File: src/hw/rtl/srfd_pkg.sv
// Shared constants and types of the sprite frame run-length decoder.
package srfd_pkg;

   localparam int POSITION_BITS = 32;

   localparam int BYTE_W   = 8;
   localparam int DIM_W    = 16;
   localparam int FIELD_W  = 32;
   localparam int STATUS_W = 3;
   localparam int FORMAT_W = 2;
   localparam int CSR_IDX_W = 2;

   localparam logic [FORMAT_W-1:0] FMT_RLE  = 2'd0;
   localparam logic [FORMAT_W-1:0] FMT_MASK = 2'd1;

   localparam logic [CSR_IDX_W-1:0] CSR_FORMAT = 2'd0;
   localparam logic [CSR_IDX_W-1:0] CSR_WIDTH  = 2'd1;
   localparam logic [CSR_IDX_W-1:0] CSR_HEIGHT = 2'd2;

   localparam logic [STATUS_W-1:0] ST_OK           = 3'd0;
   localparam logic [STATUS_W-1:0] ST_SIZE         = 3'd1;
   localparam logic [STATUS_W-1:0] ST_LENGTH       = 3'd2;
   localparam logic [STATUS_W-1:0] ST_MASK_SIZE    = 3'd3;
   localparam logic [STATUS_W-1:0] ST_ROW_OVERFLOW = 3'd4;

   typedef struct packed {
      logic [BYTE_W-1:0]   pixel_value;
      logic [BYTE_W-1:0]   run_length;
      logic                is_mask;
      logic                end_of_row;
      logic                frame_done;
      logic [STATUS_W-1:0] status;
   } result_type;

endpackage

File: src/hw/rtl/sprite_rle_frame_decoder_top.sv
// Sprite frame run-length decoder: byte stream in, pixel runs out.
//
//   channel  direction  ports                      payload
//   req      in         req_tvalid/tready/tdata/tlast  coded byte, last byte of frame
//   rsp      out        rsp_tvalid/tready/tdata/tuser/tlast  run, row/status, mask flag
//   csr      in         csr_valid/ready/index/data  format, width, height writes
//
// One byte per cycle while req_tready is high; each byte is decoded in the cycle
// it is accepted and its result is registered on that edge, in the output
// register or, while that one is held, in the skid entry.
// A two-entry output buffer (output register plus skid) keeps input flowing
// while one result waits; req_tready drops only when both entries are full.
// Reset (synchronous, active high) clears frame state, registers and buffers.
// The csr port is always ready; writes take effect on the next byte.
module sprite_rle_frame_decoder_top (
   input  logic        clock,
   input  logic        reset,
   input  logic        req_tvalid,
   output logic        req_tready,
   input  logic [7:0]  req_tdata,   // [7:0] data_byte
   input  logic        req_tlast,   // last_byte
   output logic        rsp_tvalid,
   input  logic        rsp_tready,
   output logic [23:0] rsp_tdata,   // [7:0] pixel_value, [15:8] run_length,
                                    // [16] end_of_row, [19:17] status, [23:20] zero
   output logic        rsp_tuser,   // [0] is_mask
   output logic        rsp_tlast,   // frame_done
   input  logic        csr_valid,
   output logic        csr_ready,
   input  logic [1:0]  csr_index,
   input  logic [15:0] csr_data
);

   localparam int POS_W = srfd_pkg::POSITION_BITS;

   typedef enum logic [2:0] {
      PH_HEAD_A   = 3'd0,
      PH_HEAD_B   = 3'd1,
      PH_ROWCOUNT = 3'd2,
      PH_CONTROL  = 3'd3,
      PH_LITERAL  = 3'd4,
      PH_PASS     = 3'd5,
      PH_DONE     = 3'd6,
      PH_DRAIN    = 3'd7
   } phase_type;

   logic [1:0]  format_ff;
   logic [15:0] width_ff;
   logic [15:0] height_ff;

   phase_type        phase_ff, phase_in;
   logic [23:0]      shift_ff, shift_in;
   logic [1:0]       fidx_ff, fidx_in;
   logic [31:0]      rowleft_ff, rowleft_in;
   logic [7:0]       lit_ff, lit_in;
   logic [15:0]      row_ff, row_in;
   logic [16:0]      col_ff, col_in;
   logic [POS_W-1:0] pos_ff, pos_in;
   logic [31:0]      mseen_ff, mseen_in;
   logic [2:0]       err_ff, err_in;

   srfd_pkg::result_type out_ff, skid_ff, res;
   logic out_vld_ff, skid_vld_ff;

   logic        have;
   logic        rle, raw;
   logic        in_field, fld_done;
   logic [31:0] fld_val;
   logic        neg;
   logic [7:0]  mag;
   logic [31:0] rbl_dec;
   logic [17:0] col_sum;
   logic        over;
   logic [16:0] col_p1;
   logic [15:0] row_inc;
   logic [7:0]  lit_dec;
   logic        raise_req, end_row_req, begin_req, finish_req, ok_end;
   logic [2:0]  raise_code;
   logic        accept, push, pop;

   assign rle      = format_ff == srfd_pkg::FMT_RLE;
   assign raw      = format_ff[1];
   assign in_field = !raw && (phase_ff == PH_HEAD_A || phase_ff == PH_HEAD_B ||
                              phase_ff == PH_ROWCOUNT);
   assign fld_done = fidx_ff == 2'd3;
   assign fld_val  = {req_tdata, shift_ff};
   assign neg      = req_tdata[7];
   assign mag      = neg ? (8'd0 - req_tdata) : req_tdata;
   assign rbl_dec  = rowleft_ff - 32'd1;
   assign col_sum  = {1'b0, col_ff} + {10'd0, mag};
   assign over     = col_sum > {2'b00, width_ff};
   assign col_p1   = col_ff + 17'd1;
   assign row_inc  = row_ff + 16'd1;
   assign lit_dec  = lit_ff - 8'd1;

   always_comb begin
      phase_in   = phase_ff;
      shift_in   = shift_ff;
      fidx_in    = fidx_ff;
      rowleft_in = rowleft_ff;
      lit_in     = lit_ff;
      row_in     = row_ff;
      col_in     = col_ff;
      pos_in     = pos_ff + {{(POS_W-1){1'b0}}, 1'b1};
      mseen_in   = mseen_ff;
      err_in     = err_ff;
      res        = '0;
      res.is_mask = format_ff == srfd_pkg::FMT_MASK &&
                    (phase_ff == PH_HEAD_A || phase_ff == PH_HEAD_B ||
                     phase_ff == PH_ROWCOUNT || phase_ff == PH_CONTROL);
      have        = 1'b0;
      raise_req   = 1'b0;
      raise_code  = srfd_pkg::ST_OK;
      end_row_req = 1'b0;
      begin_req   = 1'b0;
      finish_req  = 1'b0;
      ok_end      = 1'b0;

      if (in_field) begin
         if (fld_done) begin
            fidx_in  = 2'd0;
            shift_in = '0;
         end else begin
            fidx_in = fidx_ff + 2'd1;
            unique case (fidx_ff)
               2'd0:    shift_in[7:0]   = req_tdata;
               2'd1:    shift_in[15:8]  = req_tdata;
               2'd2:    shift_in[23:16] = req_tdata;
               default: shift_in        = shift_ff;
            endcase
         end
      end

      if (raw) begin
         have            = 1'b1;
         res.pixel_value = req_tdata;
         res.run_length  = 8'd1;
         if (width_ff != 16'd0 && col_p1 >= {1'b0, width_ff}) begin
            res.end_of_row = 1'b1;
            col_in         = '0;
            row_in         = row_inc;
         end else begin
            col_in = col_p1;
         end
      end else begin
         unique case (phase_ff)
            PH_HEAD_A: begin
               if (fld_done) begin
                  if (rle) begin
                     if (fld_val != {16'd0, width_ff}) begin
                        raise_req  = 1'b1;
                        raise_code = srfd_pkg::ST_SIZE;
                     end else begin
                        phase_in = PH_HEAD_B;
                     end
                  end else begin
                     mseen_in  = fld_val;
                     begin_req = 1'b1;
                  end
               end
            end
            PH_HEAD_B: begin
               if (fld_done) begin
                  if (fld_val != {16'd0, height_ff}) begin
                     raise_req  = 1'b1;
                     raise_code = srfd_pkg::ST_SIZE;
                  end else begin
                     begin_req = 1'b1;
                  end
               end
            end
            PH_ROWCOUNT: begin
               if (fld_done) begin
                  rowleft_in  = fld_val;
                  phase_in    = PH_CONTROL;
                  end_row_req = fld_val == 32'd0;
               end
            end
            PH_CONTROL: begin
               rowleft_in = rbl_dec;
               if (!rle || neg) begin
                  if (over) begin
                     raise_req  = 1'b1;
                     raise_code = srfd_pkg::ST_ROW_OVERFLOW;
                  end else begin
                     col_in = col_sum[16:0];
                     if (mag != 8'd0) begin
                        have            = 1'b1;
                        res.pixel_value = (!rle && !neg) ? 8'd1 : 8'd0;
                        res.run_length  = mag;
                     end
                     end_row_req = rbl_dec == 32'd0;
                  end
               end else if ({24'd0, mag} > rbl_dec) begin
                  raise_req  = 1'b1;
                  raise_code = srfd_pkg::ST_LENGTH;
               end else if (over) begin
                  raise_req  = 1'b1;
                  raise_code = srfd_pkg::ST_ROW_OVERFLOW;
               end else if (mag == 8'd0) begin
                  end_row_req = rbl_dec == 32'd0;
               end else begin
                  rowleft_in = rbl_dec - {24'd0, mag};
                  lit_in     = mag;
                  phase_in   = PH_LITERAL;
               end
            end
            PH_LITERAL: begin
               have            = 1'b1;
               res.pixel_value = req_tdata;
               res.run_length  = 8'd1;
               col_in          = col_p1;
               lit_in          = lit_dec;
               if (lit_dec == 8'd0) begin
                  if (rowleft_ff == 32'd0) begin
                     end_row_req = 1'b1;
                  end else begin
                     phase_in = PH_CONTROL;
                  end
               end
            end
            PH_PASS: begin
               have            = 1'b1;
               res.pixel_value = req_tdata;
               res.run_length  = 8'd1;
               if (width_ff != 16'd0 && col_p1 >= {1'b0, width_ff}) begin
                  res.end_of_row = 1'b1;
                  col_in         = '0;
                  row_in         = row_inc;
               end else begin
                  col_in = col_p1;
               end
            end
            PH_DONE: begin
               raise_req  = 1'b1;
               raise_code = srfd_pkg::ST_LENGTH;
            end
            PH_DRAIN: begin
               have = 1'b0;
            end
            default: begin
               have = 1'b0;
            end
         endcase
      end

      if (begin_req) begin
         row_in = '0;
         col_in = '0;
         if (height_ff == 16'd0) begin
            finish_req = 1'b1;
         end else begin
            phase_in = PH_ROWCOUNT;
         end
      end

      if (end_row_req) begin
         res.end_of_row = 1'b1;
         have           = 1'b1;
         col_in         = '0;
         row_in         = row_inc;
         if (row_inc == height_ff) begin
            finish_req = 1'b1;
         end else begin
            phase_in = PH_ROWCOUNT;
         end
      end

      if (finish_req) begin
         col_in = '0;
         row_in = '0;
         if (rle) begin
            phase_in = PH_DONE;
         end else if (mseen_in[POS_W-1:0] != pos_in) begin
            raise_req  = 1'b1;
            raise_code = srfd_pkg::ST_MASK_SIZE;
         end else begin
            phase_in = PH_PASS;
         end
      end

      if (raise_req) begin
         if (err_ff == srfd_pkg::ST_OK) begin
            err_in = raise_code;
         end
         res.status = raise_code;
         have       = 1'b1;
         phase_in   = PH_DRAIN;
      end

      if (req_tlast) begin
         ok_end         = raw || (rle ? phase_in == PH_DONE : phase_in == PH_PASS);
         have           = 1'b1;
         res.frame_done = 1'b1;
         res.status     = (err_in != srfd_pkg::ST_OK) ? err_in :
                          (ok_end ? srfd_pkg::ST_OK : srfd_pkg::ST_LENGTH);
         phase_in   = PH_HEAD_A;
         shift_in   = '0;
         fidx_in    = '0;
         rowleft_in = '0;
         lit_in     = '0;
         row_in     = '0;
         col_in     = '0;
         pos_in     = '0;
         mseen_in   = '0;
         err_in     = srfd_pkg::ST_OK;
      end
   end

   assign req_tready = !skid_vld_ff;
   assign accept     = req_tvalid && req_tready;
   assign push       = accept && have;
   assign pop        = out_vld_ff && rsp_tready;

   always_ff @(posedge clock) begin
      if (reset) begin
         phase_ff    <= PH_HEAD_A;
         shift_ff    <= '0;
         fidx_ff     <= '0;
         rowleft_ff  <= '0;
         lit_ff      <= '0;
         row_ff      <= '0;
         col_ff      <= '0;
         pos_ff      <= '0;
         mseen_ff    <= '0;
         err_ff      <= srfd_pkg::ST_OK;
         out_vld_ff  <= 1'b0;
         skid_vld_ff <= 1'b0;
      end else begin
         if (accept) begin
            phase_ff   <= phase_in;
            shift_ff   <= shift_in;
            fidx_ff    <= fidx_in;
            rowleft_ff <= rowleft_in;
            lit_ff     <= lit_in;
            row_ff     <= row_in;
            col_ff     <= col_in;
            pos_ff     <= pos_in;
            mseen_ff   <= mseen_in;
            err_ff     <= err_in;
         end
         if (skid_vld_ff) begin
            if (pop) begin
               out_ff      <= skid_ff;
               skid_vld_ff <= 1'b0;
            end
         end else if (push) begin
            if (!out_vld_ff || pop) begin
               out_ff     <= res;
               out_vld_ff <= 1'b1;
            end else begin
               skid_ff     <= res;
               skid_vld_ff <= 1'b1;
            end
         end else if (pop) begin
            out_vld_ff <= 1'b0;
         end
      end
   end

   assign csr_ready = 1'b1;

   always_ff @(posedge clock) begin
      if (reset) begin
         format_ff <= srfd_pkg::FMT_RLE;
         width_ff  <= '0;
         height_ff <= '0;
      end else if (csr_valid && csr_ready) begin
         unique case (csr_index)
            srfd_pkg::CSR_FORMAT: format_ff <= csr_data[1:0];
            srfd_pkg::CSR_WIDTH:  width_ff  <= csr_data;
            srfd_pkg::CSR_HEIGHT: height_ff <= csr_data;
            default:              format_ff <= format_ff;
         endcase
      end
   end

   assign rsp_tvalid = out_vld_ff;
   assign rsp_tdata  = {4'd0, out_ff.status, out_ff.end_of_row, out_ff.run_length,
                        out_ff.pixel_value};
   assign rsp_tuser  = out_ff.is_mask;
   assign rsp_tlast  = out_ff.frame_done;

endmodule

File: config.mk
export PLATFORM = sky130hd
export DESIGN_NAME = sprite_rle_frame_decoder_top
export DESIGN_NICKNAME = d
export VERILOG_FILES = /design/src/hw/rtl/srfd_pkg.sv /design/src/hw/rtl/sprite_rle_frame_decoder_top.sv
export SDC_FILE = /design/constraint.sdc
export NUM_CORES = 1
export LEC_CHECK = 0
export BUFFER_PORTS_ARGS = -buffer_cell sky130_fd_sc_hd__buf_2
export CORE_ASPECT_RATIO = 1.1
export CORE_MARGIN = 4
export CORE_UTILIZATION = 38
export DETAILED_ROUTE_END_ITERATION = 7
export HOLD_SLACK_MARGIN = 0.06
export PLACE_DENSITY_LB_ADDON = 0.08
export SLEW_MARGIN = 20
export SYNTH_ARGS = -nofsm -noshare
export SYNTH_HDL_FRONTEND = slang
export SYNTH_SLANG_ARGS = --single-unit
File: constraint.sdc
create_clock -name clock -period 15.35 [get_ports clock]
set_clock_uncertainty 0.2 [all_clocks]
set_input_delay 3.8375 -clock clock [delete_from_list [all_inputs] [get_ports clock]]
set_output_delay 3.8375 -clock clock [all_outputs]
set_load 0.01 [all_outputs]
; Word-level counts from Yosys, hierarchy flattened
; Index checks and enable logic that the tools add are counted.
[classes]
addsub = 9
n_lt_le_gt_ge = 3
n_eq_ne = 28
n_mux = 151
bitwise_logic = 3
reduce_logical = 58
[ops]
columns = operator, n
row1 = 2-to-1 mux 32 bit, 13
row2 = 2-to-1 mux 17 bit, 8
row3 = 2-to-1 mux 16 bit, 8
row4 = zero test 32 bit, 3
row5 = 2-to-1 mux 3 bit, 32
row6 = 2-to-1 mux 22 bit, 4
row7 = 2-to-1 mux 8 bit, 10
row8 = 2-to-1 mux 24 bit, 3
row9 = inequality test 32 x 16 -> 1 bit, 2
row10 = one-hot mux 32 bit (2 select lines), 1
row11 = 2-to-1 mux 1 bit, 55
row12 = one-hot mux 17 bit (3 select lines), 1
row13 = adder 32 x 1 -> 32 bit (second input constant), 1
row14 = > comparator 8 x 32 -> 1 bit, 1
row15 = inequality test 32 bit, 1
row16 = one-hot mux 16 bit (2 select lines), 1
row17 = subtractor 32 x 1 -> 32 bit (second input constant), 1
row18 = subtractor 32 x 8 -> 32 bit, 1
row19 = 2-to-1 mux 9 bit, 3
row20 = one-hot mux 3 bit (4 select lines), 2
row21 = adder 17 x 8 -> 18 bit, 1
row22 = > comparator 18 x 16 -> 1 bit, 1
row23 = nonzero test 3 bit, 6
row24 = adder 17 x 1 -> 17 bit (second input constant), 1
row25 = other kinds (39), 92
[word_totals]
reg_bits = 249
output_inout_bits = 29
elab_cells = 281

; Depth between registers and ports, before layout
[logic_depth]
word_depth = 26
depth_mapped = 27
depth_no_buf = 25

; Least setup slack after synthesis
; Ideal clock, no wire load.
[synth_path]
kind = in2reg
startpoint = in req_tdata[7]
endpoint = reg skid_ff[0] in the netlist's numbering, enable pin
setup_time_ps = 457
t_arrival_ps = 10081
required_time_ps = 14693
slack_ps = 4612
path_stages = 23
path_buffers = 2
cell_sequence = clkbuf_1 > clkbuf_1 > o41ai_1 > xnor2_1 > ha_1 > a21oi_1 > o21ai_0 > and3_1 > o21ai_0 > nor2_1 > xor2_1 > ha_1 > a21o_1 > a21oi_1 > o21ai_0 > a21oi_1 > a21oi_1 > nor4b_2 > nand2_1 > a31o_1 > o21ai_0 > o41ai_2 > nor4_1
[synth_via]
elab_chain_cells = 16
elab_cells_between_ends = 54
classes_between = add/sub: 2 / order compare: 2 / eq/ne: 3 / mux: 41 / reduce/logical: 6
[synth_lines]
columns = element, line
row1 = "start, declared", sprite_rle_frame_decoder_top.sv:20  ; input logic [7:0] req_tdata,
row2 = subtractor 1 x 8 -> 8 bit, sprite_rle_frame_decoder_top.sv:88  ; assign mag = neg ? (8'd0 - req_tdata) : req_tdata;
row3 = 2-to-1 mux 8 bit, sprite_rle_frame_decoder_top.sv:88
row4 = adder 17 x 8 -> 18 bit, sprite_rle_frame_decoder_top.sv:90  ; assign col_sum = {1'b0, col_ff} + {10'd0, mag};
row5 = > comparator 18 x 16 -> 1 bit, sprite_rle_frame_decoder_top.sv:91  ; assign over = col_sum > {2'b00, width_ff};
row6 = 2-to-1 mux 1 bit, "sprite_rle_frame_decoder_top.sv:182, sprite_rle_frame_decoder_top.sv:197"
row7 = 2-to-1 mux 1 bit, sprite_rle_frame_decoder_top.sv:194  ; end else if ({24'd0, mag} > rbl_dec) begin
row8 = 2-to-1 mux 1 bit, sprite_rle_frame_decoder_top.sv:181  ; if (!rle || neg) begin
row9 = one-hot mux 1 bit (4 select lines), sprite_rle_frame_decoder_top.sv:146  ; unique case (phase_ff)
row10 = 2-to-1 mux 1 bit, sprite_rle_frame_decoder_top.sv:134  ; if (raw) begin
row11 = 2-to-1 mux 1 bit, sprite_rle_frame_decoder_top.sv:274  ; end else if (mseen_in[POS_W-1:0] != pos_in) begin
row12 = 2-to-1 mux 1 bit, sprite_rle_frame_decoder_top.sv:272  ; if (rle) begin
row13 = 2-to-1 mux 1 bit, sprite_rle_frame_decoder_top.sv:269  ; if (finish_req) begin
row14 = 2-to-1 mux 1 bit *, sprite_rle_frame_decoder_top.sv:282  ; if (raise_req) begin
row15 = 2-to-1 mux 1 bit *, sprite_rle_frame_decoder_top.sv:291  ; if (req_tlast) begin
row16 = logical AND 1 bit *, sprite_rle_frame_decoder_top.sv:312  ; assign push = accept && have;
row17 = AND reduction 4 bit (no line) *, n/a
row18 = "end signal, assigned", sprite_rle_frame_decoder_top.sv:352  ; skid_ff <= res;
row19 = "end, declared", sprite_rle_frame_decoder_top.sv:62  ; srfd_pkg::result_type out_ff, skid_ff, res;
; Mark *: on every way between the ends. The rest lies on a longest branch, timed or not.
; A chain may end at the register's enable or synchronous reset.

; Worst setup path after layout
[layout_path]
startpoint = in req_tdata[0]
endpoint = reg rowleft_ff[29]
[layout_via]
elab_chain_cells = 10
elab_cells_between_ends = 14
classes_between = add/sub: 3 / order compare: 2 / mux: 8 / reduce/logical: 1
[layout_lines]
columns = element, line
row1 = subtractor 1 x 8 -> 8 bit, sprite_rle_frame_decoder_top.sv:88
row2 = 2-to-1 mux 8 bit *, sprite_rle_frame_decoder_top.sv:88
row3 = adder 17 x 8 -> 18 bit (tied with other cells), sprite_rle_frame_decoder_top.sv:90
row4 = > comparator 18 x 16 -> 1 bit / 2-to-1 mux 32 bit (equally long branches), "sprite_rle_frame_decoder_top.sv:91, sprite_rle_frame_decoder_top.sv:200"
row5 = 2-to-1 mux 32 bit, sprite_rle_frame_decoder_top.sv:197  ; end else if (over) begin
row6 = 2-to-1 mux 32 bit *, sprite_rle_frame_decoder_top.sv:194
row7 = 2-to-1 mux 32 bit *, sprite_rle_frame_decoder_top.sv:181
row8 = one-hot mux 32 bit (2 select lines) *, sprite_rle_frame_decoder_top.sv:146
row9 = 2-to-1 mux 32 bit *, sprite_rle_frame_decoder_top.sv:134
row10 = 2-to-1 mux 32 bit *, sprite_rle_frame_decoder_top.sv:291
row11 = "end signal, assigned", sprite_rle_frame_decoder_top.sv:334  ; rowleft_ff <= rowleft_in;
row12 = "end, declared", sprite_rle_frame_decoder_top.sv:54  ; logic [31:0] rowleft_ff, rowleft_in;
; Mark *: on every way between the ends. The rest lies on a longest branch, timed or not. The select of a mux whose other input is x is not followed.

==> key figures <==
CTS
  • CTS hold repair buffers: 0
  • Clk buf depth: 3
  • # Post-CTS Setup Buffers: 0
  • CTS resizes: 0
  • CTS root buf: clkbuf_16
  • CTS Sinks: 249
  • Clock Latency Late Sink: 590 ps
  • CTS tree: built
  • H-tree levels: 1
  • Clock-pin slew on the worst setup and hold paths: 60 ps
  • CTS buffer count: 30

Logic synthesis
  • YS warnings: 0
  • Top post-synthesis cells by area: dfxtp_1, edfxtp_1, nor2_1
  • Post-synth EDFFs: 44
  • Synth area leader: dfxtp_1
  • Count of cell types in the netlist: 97
  • Synth top area share: 0.236
  • Most frequent cells after synthesis: nor2_1, nand2_1, dfxtp_1, a21oi_1, o21ai_0
  • Most frequent cell after synthesis: nor2_1
  • Yosys reg bits: 249
  • Area of the mapped netlist: 17,400 um2
  • Ys flop type: dfxtp_1
  • Mapped Cells: 2,250
  • Fraction of registers with async set/reset: 0
  • Post-Syn Area per Cell: 7.71 um2
  • Sequential fraction of the synthesis area: 0.313

Power
  • Switching part of the total: 0.276
  • Combinational power share: 0.129
  • Total Power: 1.70 mW
  • Max IR drop VDD: 0.0830 mV
  • Sequential power share: 0.407
  • Clock Power Share: 0.464
  • PwrDens: 89.6 nW/um2
  • Internal: 1.23 mW
  • Psw: 0.470 mW
  • P_leak: 7.36 nW

Die
  • Starting density of the core: 0.387
  • Row cnt: 81
  • Core footprint: 44,800 um2
  • Die area: 49,200 um2
  • Ports: 61
  • Die X: 212 um
  • Die height: 232 um

Timing
  • Tmin final: 10,580 ps
  • Final worst-path setup slack: 4770 ps
  • Setup_tns: 0 ps
  • Unrepaired setup endpoints after global routing: no
  • Fin. Hold Viols: 0
  • Hold WS: 296 ps
  • Fmax: 0.0945 GHz
  • Period utilization: 0.690
  • Slew HR: 0.241
  • Tightest Pin Transition: 1130 ps
  • Slew Limit Fails: 0
  • Setup Viol. Count Final: 0

Route
  • Antenna viol nets, final: 0
  • Metal3 WL: 3660 um
  • DR vias/cell: 5.83
  • Detailed-route via count: 16.4k
  • DR WL met2: 26,100 um
  • Residual DRC: 0
  • WL/cell: 20.9 um
  • Met1 Wirelength: 27,400 um
  • Drt first pass iters: 7
  • Routed WL: 58,700 um
  • DR top layer: met4
  • First DRT Iteration DRCs: 1,288

Final layout
  • Number of diodes: 0
  • Share of cells above drive strength 1: 0.0944
  • Sequential Area: 5430 um2
  • Synth-to-Final Area Change: 9.59%
  • Multi-input gate area in the final layout: 11,100 um2
  • Filler instances: 4,609
  • Fin nets: 2,295
  • Fin area: 19,000 um2

Global route
  • Grt total ovfl: 0
  • GRT Util Overall: 0.232
  • Number of global-route vias before repair: 15.4k
  • Largest net degree at the start of global routing: 71
  • Antenna violations before repair: 0
  • Global-route wire length before repair: 91,500 um

Placed design
  • Hpwl dp: 42,700 um
  • RD Place Congestion: 0.921
  • DP Worst Slack: 4320 ps
  • Dpl cell area: 17,900 um2
  • Port buffer count: 55

Setup path
  • CP Capture Type: flop
  • Worst Path Required: 15,590 ps
  • Worst Setup Start Kind: input pin
  • Crit Path Class: input pin to flop
  • Critical path fanouts, max: 13
  • CP arrival: 10,820 ps

Run
  • Maxcap violations: 0

Worst hold path
  • Tightest Hold Check Type: flop to flop

Run status
  • Status: completed
power by group through the flow:
stage / combinational, mW / clock, mW / sequential (mW)
2_1_floorplan: 0.160 / 0 / 0.696
3_3_place_gp: 0.216 / 0 / 0.706
3_5_place_dp: 0.218 / 0 / 0.707
4_1_cts: 0.219 / 0.803 / 0.692
5_1_grt: 0.244 / 0.831 / 0.693
6_report: 0.220 / 0.791 / 0.692
layout make-up:
class,count,area share
clock buffers,41,0.0483
clock inverters,15,0.00954
well taps,581,0.0382
repair buffers,78,0.0239
multi-input cells,1781,0.583
inverters,60,0.0118
flip-flops and latches,249,0.285
stage by stage:
stage | utilization | cells
after global routing | 0.425 | 2805
after detailed placement | 0.400 | 2749
after floorplan | - | 2253
after CTS | 0.424 | 2805
final | 0.425 | 2805
after global placement | 0.400 | 2749
critical path, cell delays in order:
cell	delay (ps)
buf_2	280
inv_1	180
ha_1	270
nand2b_1	160
o41ai_1	100
xnor2_1	420
ha_1	340
a21oi_1	190
o21ai_0	130
and3_1	220
o21ai_0	490
nor2_1	120
xor2_1	220
ha_1	290
a21o_1	160
a21oi_1	140
o21ai_0	100
a21oi_1	200
a21oi_1	220
nor2_1	590
nand3_1	600
a211oi_2	680
nand4_1	370
o311ai_0	380
a21oi_1	100
cell usage in the layout, fill, tap and decap left out, drive strengths merged, types with 22 or more instances in the layout:
| master | n |
|---|---|
| a21oi | 170 |
| a22oi | 57 |
| a31oi | 22 |
| and3 | 28 |
| buf | 78 |
| clkbuf | 41 |
| dfxtp | 205 |
| edfxtp | 44 |
| ha | 61 |
| inv | 59 |
| mux2i | 32 |
| nand2 | 229 |
| nand3 | 53 |
| nand4 | 41 |
| nor2 | 289 |
| nor2b | 26 |
| nor3 | 66 |
| nor4 | 48 |
| o21ai | 144 |
| or3 | 30 |
| xnor2 | 99 |
| xor2 | 82 |
flip-flops by register name, indices dropped and copies added, names as in the netlist, 8 cells and up:
signal / cells
width_ff: 16
mseen_ff: 32
rowleft_ff: 32
skid_ff: 22
pos_ff: 32
col_ff: 17
lit_ff: 8
height_ff: 16
shift_ff: 24
rsp_tdata: 20
row_ff: 16
kinds of logic after synthesis:
group                    share of synthesized area
adder cells (fa/ha/maj)                     0.0463
buffers and inverters                       0.0515
XOR/XNOR                                    0.0914
AND/OR/NAND/NOR                              0.272
AO/OA/AOI/OAI                                0.194
flip-flops                                   0.313
multiplexers                                0.0319
other                                     0.000433
per-layer routing:
metal | track usage | vias to the layer above
met2 | 0.364 | 500
li1 | - | 7943
met4 | 0.0636 | 0
met3 | 0.0297 | 93
met1 | 0.335 | 7815
met5 | 0 | -
path summary, 6_finish.rpt:
check,endpoint,start,cells after the start,slack [ps]
max,rowleft_ff[29],req_tdata[0],25,4770
min,mseen_ff[12],mseen_ff[12],2,300
max reg2reg,rowleft_ff[29],col_ff[0],20,8750
min reg2reg,mseen_ff[12],mseen_ff[12],2,300
Power figures use the tool's default switching activity.
